--- src/hw/rtl/assert_macros.svh ---
// Assertion helpers for the RTL files.
`ifndef ASSERT_MACROS_SVH
`define ASSERT_MACROS_SVH

// Check that a condition implies another in the same cycle.
`define ASSERT_SAME(label, clk, rst_n, cond, expr) \
    label: assert property (@(posedge clk) disable iff (!rst_n) (cond) |-> (expr)) \
        else $error("assertion failed");

// Check that a condition implies another in the next cycle.
`define ASSERT_NEXT(label, clk, rst_n, cond, expr) \
    label: assert property (@(posedge clk) disable iff (!rst_n) (cond) |=> (expr)) \
        else $error("assertion failed");

`endif

--- src/hw/rtl/sscx_pkg.sv ---
package sscx_pkg;

    // Lexer modes
    typedef enum logic [2:0] {
        MODE_CODE    = 3'd0,
        MODE_DQ      = 3'd1,
        MODE_SQ      = 3'd2,
        MODE_LINE    = 3'd3,
        MODE_DASHES  = 3'd4,
        MODE_BRACKET = 3'd5,
        MODE_BLOCK   = 3'd6
    } mode_t;

    // Event kinds toward the message buffer
    typedef enum logic [1:0] {
        EV_CLEAR  = 2'd0,
        EV_APPEND = 2'd1,
        EV_COMMIT = 2'd2
    } ev_kind_t;

    localparam int EV_LINE_W = 20;
    localparam int HIST_DEPTH = 9;
    localparam int CFG_IDX_W = 2;

    localparam logic [CFG_IDX_W-1:0] REG_NAME_LOW  = 2'd0;
    localparam logic [CFG_IDX_W-1:0] REG_NAME_HIGH = 2'd1;

    // Character codes
    localparam logic [7:0] CH_LPAREN = 8'h28;
    localparam logic [7:0] CH_RPAREN = 8'h29;
    localparam logic [7:0] CH_DOT    = 8'h2E;
    localparam logic [7:0] CH_DASH   = 8'h2D;
    localparam logic [7:0] CH_LBRACK = 8'h5B;
    localparam logic [7:0] CH_RBRACK = 8'h5D;
    localparam logic [7:0] CH_N      = 8'h6E;
    localparam logic [7:0] CH_T      = 8'h74;
    localparam logic [7:0] CH_DQUOTE = 8'h22;
    localparam logic [7:0] CH_SQUOTE = 8'h27;
    localparam logic [7:0] CH_BSLASH = 8'h5C;
    localparam logic [7:0] CH_LF     = 8'h0A;
    localparam logic [7:0] CH_TAB    = 8'h09;

    typedef logic [HIST_DEPTH-1:0][7:0] name_bytes_t;

    // One lexer decision for one byte
    typedef struct packed {
        logic                 emit;
        ev_kind_t             kind;
        logic [7:0]           text;
        logic [EV_LINE_W-1:0] line;
    } ev_t;

endpackage

--- src/hw/rtl/sscx_lexer.sv ---
module sscx_lexer #(
    parameter int NAME_LEN   = 9,
    parameter int LINE_WIDTH = 20
) (
    input  logic                 clk,
    input  logic                 rst_n,
    input  logic                 step,
    input  logic [7:0]           byte_in,
    input  logic                 chunk_in,
    input  sscx_pkg::name_bytes_t name_bytes,
    output sscx_pkg::ev_t        ev
);
    import sscx_pkg::*;

    mode_t                 mode_reg, mode_next, cur_mode;
    logic [7:0]            hist_reg [HIST_DEPTH];
    logic [7:0]            hist_cur [HIST_DEPTH];
    logic [3:0]            fill_reg, fill_cur;
    logic [LINE_WIDTH-1:0] line_reg, line_cur, line_next;
    logic [LINE_WIDTH-1:0] marker_reg, marker_cur, marker_next;
    logic                  restart_reg, restart_cur, restart_next;
    logic                  inside_reg, inside_cur, inside_next;
    logic                  sealed_reg, sealed_cur, sealed_next;
    logic [NAME_LEN-1:0]   hit;
    logic                  name_hit;
    logic [31:0]           marker_wide;
    logic [7:0]            b, p1, p2, p3;

    // Apply chunk restart ahead of the scan
    always_comb
    begin
        cur_mode    = chunk_in ? MODE_CODE : mode_reg;
        fill_cur    = chunk_in ? 4'd0 : fill_reg;
        line_cur    = chunk_in ? LINE_WIDTH'(1) : line_reg;
        marker_cur  = chunk_in ? LINE_WIDTH'(1) : marker_reg;
        restart_cur = chunk_in ? 1'b1 : restart_reg;
        inside_cur  = chunk_in ? 1'b0 : inside_reg;
        sealed_cur  = chunk_in ? 1'b0 : sealed_reg;
        for (int i = 0; i < HIST_DEPTH; i++)
        begin
            hist_cur[i] = chunk_in ? 8'h00 : hist_reg[i];
        end
    end

    assign b  = byte_in;
    assign p1 = hist_cur[0];
    assign p2 = hist_cur[1];
    assign p3 = hist_cur[2];

    // Compare history against the marker name, most recent byte last in the name
    for (genvar g = 0; g < NAME_LEN; g++)
    begin : g_cmp
        assign hit[g] = (hist_cur[g] == name_bytes[NAME_LEN-1-g]);
    end
    assign name_hit = (&hit) && (fill_cur >= 4'(NAME_LEN));

    assign marker_wide = 32'(marker_cur);

    // Next lexer state and event
    always_comb
    begin
        mode_next    = cur_mode;
        restart_next = restart_cur;
        inside_next  = inside_cur;
        sealed_next  = sealed_cur;
        marker_next  = marker_cur;
        ev.emit      = 1'b0;
        ev.kind      = EV_CLEAR;
        ev.text      = 8'h00;
        ev.line      = '0;
        unique case (cur_mode) inside
            MODE_DQ, MODE_SQ:
            begin
                if (p1 == CH_BSLASH)
                begin
                    ev.emit = 1'b1;
                    ev.kind = EV_APPEND;
                    ev.text = (b == CH_N) ? CH_LF : ((b == CH_T) ? CH_TAB : b);
                end
                else if ((cur_mode == MODE_DQ && b == CH_DQUOTE) ||
                         (cur_mode == MODE_SQ && b == CH_SQUOTE))
                begin
                    mode_next    = MODE_CODE;
                    restart_next = 1'b1;
                end
                else if (b != CH_BSLASH)
                begin
                    ev.emit = 1'b1;
                    ev.kind = EV_APPEND;
                    ev.text = b;
                end
                // Drop appends once the message is sealed
                if (ev.emit && sealed_cur)
                begin
                    ev.emit = 1'b0;
                    ev.text = 8'h00;
                end
            end
            MODE_LINE:
            begin
                if (b == CH_LF)
                begin
                    mode_next = MODE_CODE;
                end
            end
            MODE_DASHES, MODE_BRACKET:
            begin
                if (b == CH_LBRACK)
                begin
                    mode_next = (cur_mode == MODE_DASHES) ? MODE_BRACKET : MODE_BLOCK;
                end
                else if (b == CH_LF)
                begin
                    mode_next = MODE_CODE;
                end
                else
                begin
                    mode_next = MODE_LINE;
                end
            end
            MODE_BLOCK:
            begin
                if (p3 == CH_RBRACK && p2 == CH_RBRACK && p1 == CH_DASH && b == CH_DASH)
                begin
                    mode_next = MODE_CODE;
                end
            end
            default:
            begin
                // Code mode; the unused code behaves the same
                mode_next = MODE_CODE;
                if (b == CH_LPAREN)
                begin
                    if (name_hit)
                    begin
                        inside_next = 1'b1;
                        marker_next = line_cur;
                    end
                end
                else if (b == CH_RPAREN)
                begin
                    if (inside_cur)
                    begin
                        inside_next = 1'b0;
                        sealed_next = 1'b1;
                        ev.emit     = 1'b1;
                        ev.kind     = EV_COMMIT;
                        ev.line     = marker_wide[EV_LINE_W-1:0];
                    end
                end
                else if (p1 == CH_DOT && b == CH_DOT)
                begin
                    restart_next = 1'b0;
                end
                else if (b == CH_DQUOTE || b == CH_SQUOTE)
                begin
                    mode_next = (b == CH_DQUOTE) ? MODE_DQ : MODE_SQ;
                    if (restart_cur)
                    begin
                        sealed_next = 1'b0;
                        ev.emit     = 1'b1;
                        ev.kind     = EV_CLEAR;
                    end
                end
                else if (p1 == CH_DASH && b == CH_DASH)
                begin
                    mode_next = MODE_DASHES;
                end
            end
        endcase
    end

    // Count lines, saturating
    assign line_next = (b == CH_LF && line_cur != '1) ? line_cur + LINE_WIDTH'(1) : line_cur;

    // Advance state on each scanned byte
    always_ff @(posedge clk or negedge rst_n)
    begin
        if (!rst_n)
        begin
            mode_reg    <= MODE_CODE;
            fill_reg    <= 4'd0;
            line_reg    <= LINE_WIDTH'(1);
            marker_reg  <= LINE_WIDTH'(1);
            restart_reg <= 1'b1;
            inside_reg  <= 1'b0;
            sealed_reg  <= 1'b0;
            for (int i = 0; i < HIST_DEPTH; i++)
            begin
                hist_reg[i] <= 8'h00;
            end
        end
        else if (step)
        begin
            mode_reg    <= mode_next;
            fill_reg    <= (fill_cur < 4'(HIST_DEPTH)) ? fill_cur + 4'd1 : fill_cur;
            line_reg    <= line_next;
            marker_reg  <= marker_next;
            restart_reg <= restart_next;
            inside_reg  <= inside_next;
            sealed_reg  <= sealed_next;
            hist_reg[0] <= b;
            for (int i = 1; i < HIST_DEPTH; i++)
            begin
                hist_reg[i] <= hist_cur[i-1];
            end
        end
    end

endmodule

--- src/hw/rtl/script_string_call_extractor.sv ---
// Throughput: one byte per cycle unless out_ready stalls the result stage.
// Beats pass input stage, lexer state loop (single registered pass), result stage.
// A byte that yields no event produces no result beat.
// Reset (rst_n, asynchronous, active low) clears the lexer to code mode, line 1,
// empty history, both pipeline stages empty and the call name registers to zero.
`include "assert_macros.svh"

module script_string_call_extractor #(
    parameter int NAME_LEN   = 9,
    parameter int LINE_WIDTH = 20
) (
    input  logic                               clk,
    input  logic                               rst_n,
    input  logic                               in_valid,
    output logic                               in_ready,
    input  logic [7:0]                         source_byte,
    input  logic                               chunk_start,
    output logic                               out_valid,
    input  logic                               out_ready,
    output logic [1:0]                         event_kind,
    output logic [7:0]                         text_byte,
    output logic [sscx_pkg::EV_LINE_W-1:0]     call_line,
    input  logic                               cfg_valid,
    output logic                               cfg_ready,
    input  logic [sscx_pkg::CFG_IDX_W-1:0]     cfg_index,
    input  logic [63:0]                        cfg_data
);
    import sscx_pkg::*;

    logic                 in_valid_reg;
    logic [7:0]           in_byte_reg;
    logic                 in_chunk_reg;
    logic                 out_valid_reg;
    ev_kind_t             out_kind_reg;
    logic [7:0]           out_text_reg;
    logic [EV_LINE_W-1:0] out_line_reg;
    logic [63:0]          name_low_reg;
    logic [7:0]           name_high_reg;
    name_bytes_t          name_bytes;
    ev_t                  ev;
    logic                 advance;
    logic                 step;

    // Configuration writes are always taken
    assign cfg_ready = 1'b1;

    always_ff @(posedge clk or negedge rst_n)
    begin
        if (!rst_n)
        begin
            name_low_reg  <= 64'd0;
            name_high_reg <= 8'd0;
        end
        else if (cfg_valid)
        begin
            if (cfg_index == REG_NAME_LOW)
            begin
                name_low_reg <= cfg_data;
            end
            else if (cfg_index == REG_NAME_HIGH)
            begin
                name_high_reg <= cfg_data[7:0];
            end
        end
    end

    // Unpack the name, first byte in the top bits of the low register
    always_comb
    begin
        for (int i = 0; i < HIST_DEPTH - 1; i++)
        begin
            name_bytes[i] = name_low_reg[63 - 8*i -: 8];
        end
        name_bytes[HIST_DEPTH-1] = name_high_reg;
    end

    // Pipeline control
    assign advance  = !out_valid_reg || out_ready;
    assign step     = in_valid_reg && advance;
    assign in_ready = !in_valid_reg || advance;

    // Input stage: hold the beat until the lexer takes it
    always_ff @(posedge clk or negedge rst_n)
    begin
        if (!rst_n)
        begin
            in_valid_reg <= 1'b0;
        end
        else if (in_ready)
        begin
            in_valid_reg <= in_valid;
        end
    end

    always_ff @(posedge clk)
    begin
        if (in_valid && in_ready)
        begin
            in_byte_reg  <= source_byte;
            in_chunk_reg <= chunk_start;
        end
    end

    sscx_lexer #(
        .NAME_LEN   (NAME_LEN),
        .LINE_WIDTH (LINE_WIDTH)
    ) u_lexer (
        .clk        (clk),
        .rst_n      (rst_n),
        .step       (step),
        .byte_in    (in_byte_reg),
        .chunk_in   (in_chunk_reg),
        .name_bytes (name_bytes),
        .ev         (ev)
    );

    // Result stage: load an event beat, hold it while stalled
    always_ff @(posedge clk or negedge rst_n)
    begin
        if (!rst_n)
        begin
            out_valid_reg <= 1'b0;
        end
        else if (advance)
        begin
            out_valid_reg <= step && ev.emit;
        end
    end

    always_ff @(posedge clk)
    begin
        if (step && ev.emit)
        begin
            out_kind_reg <= ev.kind;
            out_text_reg <= ev.text;
            out_line_reg <= ev.line;
        end
    end

    assign out_valid  = out_valid_reg;
    assign event_kind = out_kind_reg;
    assign text_byte  = out_text_reg;
    assign call_line  = out_line_reg;

    `ASSERT_SAME(a_text_only_append, clk, rst_n,
        out_valid_reg && out_kind_reg != EV_APPEND, out_text_reg == 8'h00)
    `ASSERT_SAME(a_line_only_commit, clk, rst_n,
        out_valid_reg && out_kind_reg != EV_COMMIT, out_line_reg == '0)
    `ASSERT_NEXT(a_input_stage_holds, clk, rst_n,
        in_valid_reg && !advance, in_valid_reg && $stable(in_byte_reg))
    `ASSERT_SAME(a_stall_only_when_full, clk, rst_n,
        !in_ready, in_valid_reg && out_valid_reg)

endmodule

--- config.mk ---
export PLATFORM = sky130hd
export DESIGN_NAME = script_string_call_extractor
export DESIGN_NICKNAME = d
export VERILOG_FILES = /design/src/hw/rtl/sscx_pkg.sv /design/src/hw/rtl/sscx_lexer.sv /design/src/hw/rtl/script_string_call_extractor.sv
export VERILOG_INCLUDE_DIRS = /design/src /design/src/hw/rtl
export SDC_FILE = /design/constraint.sdc
export NUM_CORES = 1
export LEC_CHECK = 0
export ABC_AREA = 0
export BUFFER_PORTS_ARGS = -buffer_cell sky130_fd_sc_hd__buf_2
export CAP_MARGIN = 40
export CORE_MARGIN = 2
export CORE_UTILIZATION = 39
export CTS_CLUSTER_DIAMETER = 150
export DETAILED_ROUTE_END_ITERATION = 8
export PLACE_DENSITY = 0.61
export SLEW_MARGIN = 20
export SYNTH_ARGS = -nofsm -noshare
export SYNTH_HDL_FRONTEND = slang
export SYNTH_SLANG_ARGS = --single-unit
--- constraint.sdc ---
create_clock -name clk -period 4.12 [get_ports clk]
set_input_delay 0.412 -clock clk [delete_from_list [all_inputs] [get_ports clk]]
set_output_delay 0.412 -clock clk [all_outputs]
set_load 0.05 [all_outputs]
==> results of run 1 <==
==> worst max-delay path, stage by stage (launching register included) <==
cell	delay, ns
dfrtp_1	0.46
and2_1	0.21
a211oi_1	0.74
nor2_1	0.14
and3_1	0.22
and3_1	0.36
a311oi_1	0.37
nor2_2	0.07
buf_4	0.27
==> stage by stage <==
step / utilization [%] / total power [W] / area, sq um / instances / setup slack [ns]
6_report: 46.3 / 0.00584 / 13300 / 1615 / 1.00
5_1_grt: 46.3 / 0.00611 / 13300 / 1615 / 0.711
4_1_cts: 46.2 / 0.00590 / 13300 / 1614 / 1.04
3_5_place_dp: 43.1 / 0.00350 / 12400 / 1563 / 1.05
3_3_place_gp: 43.0 / 0.00348 / 12400 / 1562 / 1.10
2_1_floorplan: - / 0.00321 / 11500 / 1114 / 0.597
==> what timing repair did <==
item	4_1_cts	5_1_grt
hold endpoints to repair	23	0
hold buffers	1	0
buffers inserted	0	0
==> final timing paths <==
path	startpoint	to	slack (ns)
min reg2reg	u_lexer.inside_reg	u_lexer.inside_reg	0.48
max in group asynchronous	rst_n	name_low_reg[45]	2.69
max	u_lexer.mode_reg[0]	call_line[4]	1.00
min in group asynchronous	rst_n	name_low_reg[25]	0.31
min	source_byte[2]	in_byte_reg[2]	0.05
max reg2reg	u_lexer.mode_reg[0]	call_line[4]	1.00
==> cells in the final DEF, fill, tap and decap left out, types with 6 or more instances in the layout <==
cell | netlist | final
buf_2 | 1 | 110
a22oi_1 | 18 | 18
o31ai_1 | 13 | 13
and3_1 | 6 | 6
a31o_2 | 6 | 6
and2_1 | 31 | 31
xor2_1 | 19 | 19
nor3_1 | 8 | 8
nor2_1 | 65 | 64
buf_4 | 2 | 14
nand2_1 | 165 | 164
a21oi_1 | 15 | 15
clkbuf_1 | 53 | 8
o32ai_1 | 8 | 8
clkbuf_16 | 0 | 27
edfxtp_1 | 39 | 39
xnor2_1 | 28 | 28
nor4bb_1 | 19 | 19
a31oi_1 | 25 | 25
nand3_1 | 21 | 21
nand4_1 | 12 | 12
dfrtp_1 | 193 | 193
nand2b_1 | 16 | 16
inv_1 | 26 | 26
nor4_1 | 13 | 13
mux2i_1 | 22 | 22
mux2_2 | 72 | 72
o21ai_0 | 111 | 111
clkinv_2 | 0 | 8
nor2b_1 | 21 | 21
==> final cells by class <==
class,instances,area share [%]
Multi-Input combinational cell,790,37.9
Clock inverter,13,1.11
Sequential cell,235,45.5
Timing Repair Buffer,129,5.60
Tap cell,384,3.60
Inverter,27,0.759
Clock buffer,37,5.49
==> routing by layer <==
layer / track usage, % / part of all wire (%) / up-vias
met1: 27.8 / 48 / 4218
met4: 4.79 / 2.4 / 0
li1: - / - / 4170
met2: 28.5 / 44 / 233
met3: 2.68 / 5.1 / 40
met5: 0 / 0 / -
==> cells by family (layout without fill, tap and decap cells) <==
family | Yosys count | in the layout | synth area share, %
mux | 94 | 94 | 8.97
simple gates | 412 | 412 | 18.3
buf+inv | 89 | 206 | 3.18
compound gates | 232 | 232 | 12.6
other cells | 1 | 1 | 0.0326
fa+ha+maj | 4 | 4 | 0.436
flops | 235 | 235 | 52.9
xor+xnor | 47 | 47 | 3.58
==> where the power goes <==
group / internal, W / total, W / switching (W)
sequential: 0.00255 / 0.00281 / 0.000257
clock: 0.00143 / 0.00238 / 0.000948
combinational: 0.000322 / 0.000651 / 0.000329
total: 0.00430 / 0.00584 / 0.00153
==> summary.txt, run 1 <==
Outcome
  – Status: finished clean

Power
  – Leak pwr: approximately 5.4 nW
  – Cell Pwr Density: approximately 440 nW/um^2
  – Peak supply drop: 0.271 mV

Floorplanning
  – Die X: 176 microns
  – Starting density of the core: between 30 and 40%
  – # IOs: 113
  – Row count: 62
  – Die height: between 150 and 200 microns
  – Die area: about 30,000 sq um
  – Core ar.: 28,900 sq um

STA
  – TNS Setup: 0 ns
  – Final Max Slew Viols: 0
  – Worst Hold Slack: between 0.05 and 0.06 ns
  – Skew final: ~0.0095 ns
  – Relative slew slack: a little over two fifths
  – Final setup violation count: 0
  – Max frequency: roughly 320 MHz
  – Period Utilization, post-route: between 70% and 80%
  – Final Hold Fails: 0
  – Min cycle time layout: 3.12 ns
  – RSZ-0062 raised after global routing: false
  – Worst Tran Pin Value: between 0.8 and 0.9 ns

Synthesis
  – Most frequent cell after synthesis: dfrtp_1
  – Mapped Avg Cell Area: ~10 sq um
  – Synth Warn #: 0
  – Post-synth top cells: dfrtp_1, nand2_1, o21ai_0
  – Yosys top cell area share: 42.0%
  – Netlist cell types: 67
  – Synthesized area: 11,500 sq um
  – Synth top area cells: dfrtp_1, edfxtp_1, mux2_2, nand2_1, o21ai_0
  – Post-synthesis cell count: approximately 1.1k
  – Syn nets: 1,198
  – #FFs+latches synth: between 200 and 250
  – Largest area contributor in the netlist: dfrtp_1
  – Asr flop ratio synth: 83.4%
  – Most used DFF post-synth: dfrtp_1
  – Post-synthesis sequential area ratio: 52.9%
  – EDFF count, synth: 39

Drt
  – Via/cell ratio: 5.36
  – Routed len/inst: approximately 18 microns
  – Via count: slightly below 9k
  – DRT iter0 DRCs: 628
  – Final WL: between 20,000 and 30,000 microns
  – Drc violations: 0
  – First-pass DRT Iterations: 5
  – Routed Antenna Nets: 0

Critical path
  – Worst Setup Start Kind: register
  – CP Class: register to register
  – CP required: between 4 and 5 ns
  – Crit Path Max Fanout: 29
  – CP arrival: between 3 and 4 ns
  – R2R cell count: 8
  – Setup crit end kind: register

Final layout
  – Proportion of layout cells with a drive suffix above 1: a little over a fifth
  – Register area: 6080 sq um
  – Final nets: between 1k and 1.5k
  – Multi-input gate area: slightly above 5000 sq um
  – Layout Area Growth over Synthesis: 16.2%
  – Ant diodes: 0
  – Max reg flops: between 70 and 80
  – Fillers: ~2.7k

Clock tree
  – Sink Count: approximately 240
  – Root Driver: clkbuf_16
  – Clock Latency Late Sink: around 0.53 ns
  – H-tree Lvls: 1
  – Clk slew on worst S/H paths: around 0.060 ns
  – CTS max path bufs: 3
  – TritonCTS clock tree: yes
  – TritonCTS buffer count: 27
  – CTS resizes: 0

GRT
  – First-pass GRT wire length: about 46,000 microns
  – GR Util All Layers: between 10% and 20%
  – GR Overflow Total: 0
  – Pin count of the biggest net entering global routing: 86
  – Vias in the first global route: 8,303
  – Initial antenna violation count: 0

Flow run
  – Max-Cap Viols: 0

Place
  – Post-DP HPWL: 19,500 microns
  – Port bufs: about 110
  – GP Congestion: roughly 0.91

Min path
  – Worst hold-check path type: primary input to register
  – Hold Path Cell Cnt: 1
No activity file was read; power rests on OpenSTA's default activity.
==> run 2, diff against run 1 <==
--- a/config.mk
+++ b/config.mk
@@ -6,14 +6,14 @@
 export SDC_FILE = /design/constraint.sdc
 export NUM_CORES = 1
 export LEC_CHECK = 0
-export ABC_AREA = 0
+export ABC_AREA = 1
 export BUFFER_PORTS_ARGS = -buffer_cell sky130_fd_sc_hd__buf_2
 export CAP_MARGIN = 40
 export CORE_MARGIN = 2
 export CORE_UTILIZATION = 39
 export CTS_CLUSTER_DIAMETER = 150
 export DETAILED_ROUTE_END_ITERATION = 8
-export PLACE_DENSITY = 0.61
+export PLACE_DENSITY = 0.63
 export SLEW_MARGIN = 20
 export SYNTH_ARGS = -nofsm -noshare
 export SYNTH_HDL_FRONTEND = slang
==> constraint.sdc (replaced) <==
create_clock -name clk -period 2.6 [get_ports clk]
set_input_delay 0.26 -clock clk [delete_from_list [all_inputs] [get_ports clk]]
set_output_delay 0.26 -clock clk [all_outputs]
set_load 0.05 [all_outputs]
==> summary.txt, run 2 <==
Floorplanning
  – Die area: 30,800 sq um
  – Die height: 176 microns
  – Core ar.: ~29,000 sq um
  – # IOs: 113
  – Row count: slightly above 60
  – Starting density of the core: 39.8%
  – Die X: between 150 and 200 microns

Drt
  – Via/cell ratio: just under 5
  – DRT iter0 DRCs: slightly above 700
  – Routed Antenna Nets: 0
  – Drc violations: 0
  – Via count: 9,685
  – First-pass DRT Iterations: 6
  – Routed len/inst: 14.8 microns
  – Final WL: between 20,000 and 30,000 microns

Synthesis
  – Post-synthesis sequential area ratio: a little over half
  – Netlist cell types: 37
  – Synth Warn #: 0
  – Synth top area cells: dfrtp_1, nand2_1, edfxtp_1, o21ai_0, nor2_1
  – Asr flop ratio synth: between 80% and 90%
  – EDFF count, synth: 39
  – #FFs+latches synth: around 240
  – Post-synth top cells: nand2_1, dfrtp_1, nor2_1
  – Synthesized area: 11,500 sq um
  – Most frequent cell after synthesis: nand2_1
  – Mapped Avg Cell Area: 8.34 sq um
  – Most used DFF post-synth: dfrtp_1
  – Largest area contributor in the netlist: dfrtp_1
  – Syn nets: about 1.5k
  – Yosys top cell area share: a little over two fifths
  – Post-synthesis cell count: roughly 1.4k

Final layout
  – Final nets: about 1.6k
  – Ant diodes: 0
  – Layout Area Growth over Synthesis: 22.7%
  – Commonest non-fill, non-tap cell in the layout: nand2_1
  – Final core occ: 48.8%
  – Fillers: ~2.8k
  – Multi-input gate area: approximately 4700 sq um
  – Register area: 6080 sq um
  – Post-route design area: ~14,000 sq um
  – Max reg flops: slightly above 70
  – Proportion of layout cells with a drive suffix above 1: 15.0%
  – Most frequent cells in the layout: nand2_1, dfrtp_1, nor2_1, buf_2, o21ai_0

Critical path
  – Origin of the critical flop-to-flop path: in_chunk_reg
  – Slowest-stage cell, CP: edfxtp_1
  – Critical path's largest stage delay: 0.43 ns
  – Worst Setup Start Kind: register
  – CP required: ~3 ns
  – Critical path cell sequence: buf_4 > nor2_1 > inv_1 > ha_1 > nand2_1 > nor2_1 > nand3_1 > nand3b_1 > nand2_2 > nor2_4 > nand2_1 > nor2_1 > xnor2_1
  – R2R setup slack: approximately 0.2 ns
  – CP Class: register to register
  – CP arrival: around 2.9 ns
  – Cell mode on critical path: nor2_1
  – R2R cell count: 13
  – Setup crit end kind: register
  – Crit Path Max Fanout: 18
  – RR Endpoint: u_lexer.line_reg[5]
  – CP Launch Point: in_chunk_reg

Min path
  – Worst hold start: cfg_data[0]
  – Worst hold-check path type: primary input to register
  – Hold EP: name_low_reg[0]
  – Hold Path Cell Cnt: 3

Clock tree
  – H-tree Lvls: 1
  – CTS max path bufs: 3
  – Clock Latency Late Sink: between 0.5 and 0.6 ns
  – Clk slew on worst S/H paths: 0.06 ns
  – Root Driver: clkbuf_16
  – TritonCTS clock tree: yes
  – Sink Count: 235
  – TritonCTS buffer count: 26

STA
  – Final worst setup slack: roughly 0.2 ns
  – Period Utilization, post-route: 92.3%
  – Max frequency: about 420 MHz
  – Relative slew slack: 47.0%
  – Final Hold Fails: 1
  – Final Max Slew Viols: 0
  – Min cycle time layout: around 2.4 ns
  – Worst Hold Slack: -0.000689 ns
  – RSZ-0062 raised after global routing: false
  – Skew final: approximately 0.023 ns
  – Worst Tran Pin Value: roughly 0.79 ns
  – TNS Setup: 0 ns
  – Final setup violation count: 0

Outcome
  – Violated checks: hold timing
  – Status: finished, violations left

Place
  – Port bufs: 111
  – Post-DP HPWL: ~20,000 microns
  – Placed inst area: about 13,000 sq um
  – Pre-CTS setup slack: roughly 0.073 ns
  – GP Congestion: ~0.91

GRT
  – Initial antenna violation count: 0
  – Pin count of the biggest net entering global routing: 95
  – GR Overflow Total: 0
  – First-pass GRT wire length: roughly 48,000 microns
  – GR Util All Layers: 19.0%
  – Vias in the first global route: around 9.5k

Power
  – Leak pwr: roughly 6.4 nW
  – Clock power share: between 30% and 40%
  – Peak supply drop: around 0.48 mV
  – Logic gate share of total power: ~23%
  – Switching share of power: between 30% and 40%
  – Cell Pwr Density: about 760 nW/um^2
  – Pint: about 0.0072 W
  – NetSw: 0.00349 W
  – Flop pwr share: around 45%

Flow run
  – Max-Cap Viols: 0
[run 2: cell types whose count changed in the layout (fill, tap and decap cells not counted), sizes merged, moves of 37 or more]
cell	delta
dlygate4sd3	+66
nand3	+53
inv	+76
nor2	+75
nand2	+285
mux2	-37
[run 2: worst max path at each step]
stage	to	slack [ns]	cells past startpoint
floorplan	call_line[0]	0.11	13
global placement	u_lexer.marker_reg[18]	0.12	15
detailed placement	u_lexer.marker_reg[18]	0.07	15
CTS	u_lexer.marker_reg[18]	0.06	15
global route	u_lexer.line_reg[16]	0.009	13
finish	u_lexer.line_reg[5]	0.20	13
[run 2: layout make-up]
type | count | share of cell area (%)
tap | 384 | 3.41
sequential | 235 | 43.1
timing repair buffer | 212 | 11.4
multi-input combinational | 973 | 33.6
clock buffer | 41 | 5.44
clock inverter | 3 | 0.204
inverter | 105 | 2.83
[run 2: timing repair]
| item | in CTS | in global routing |
|---|---|---|
| buffers inserted | 0 | 2 |
| setup endpoints to repair | 0 | 63 |
| gates resized for setup | 0 | 10 |
| hold buffers | 67 | 0 |
| hold endpoints to repair | 125 | 0 |
[run 2: cells by family after synthesis]
kind of cell,count (synthesis),share of synthesized area (%)
compound gates,152,6.81
xor+xnor,40,3.05
fa+ha+maj,4,0.436
buf+inv,168,6.28
flops,235,52.9
mux,35,3.43
other cells,1,0.0327
simple gates,741,27.0
[run 2: worst max-delay path: cells and delay by family (launching register included)]
kind	cells	cell delay (ns)
xor gates and xnor gates	1	0.13
and+or+nand+nor	9	1.22
DFF	1	0.43
adders and majority gates	1	0.21
buffers and inverters	2	0.32
[run 2: routing by layer]
layer	up-vias	share of wire [%]	global-route usage, %	wire length [microns]
met5	-	0	0	0
met4	0	2.2	5.82	648
met3	54	4.7	2.42	1360
met2	241	47	31.7	13600
met1	4573	46	25.9	13300
li1	4817	-	-	-
[run 2: metrics by stage]
step	std cells	power [W]
final	1953	0.0107
after global routing	1953	0.0112
after CTS	1950	0.0107
after detailed placement	1839	0.00715
after global placement	1838	0.00710
after floorplan	1376	0.00635
[run 2: power groups by stage]
stage	clock, W	combinational, W	sequential (W)
after detailed placement	0	0.00231	0.00484
final	0.00347	0.00241	0.00479
after floorplan	0	0.00134	0.00501
after global routing	0.00368	0.00270	0.00486
after global placement	0	0.00227	0.00483
after CTS	0.00355	0.00240	0.00478
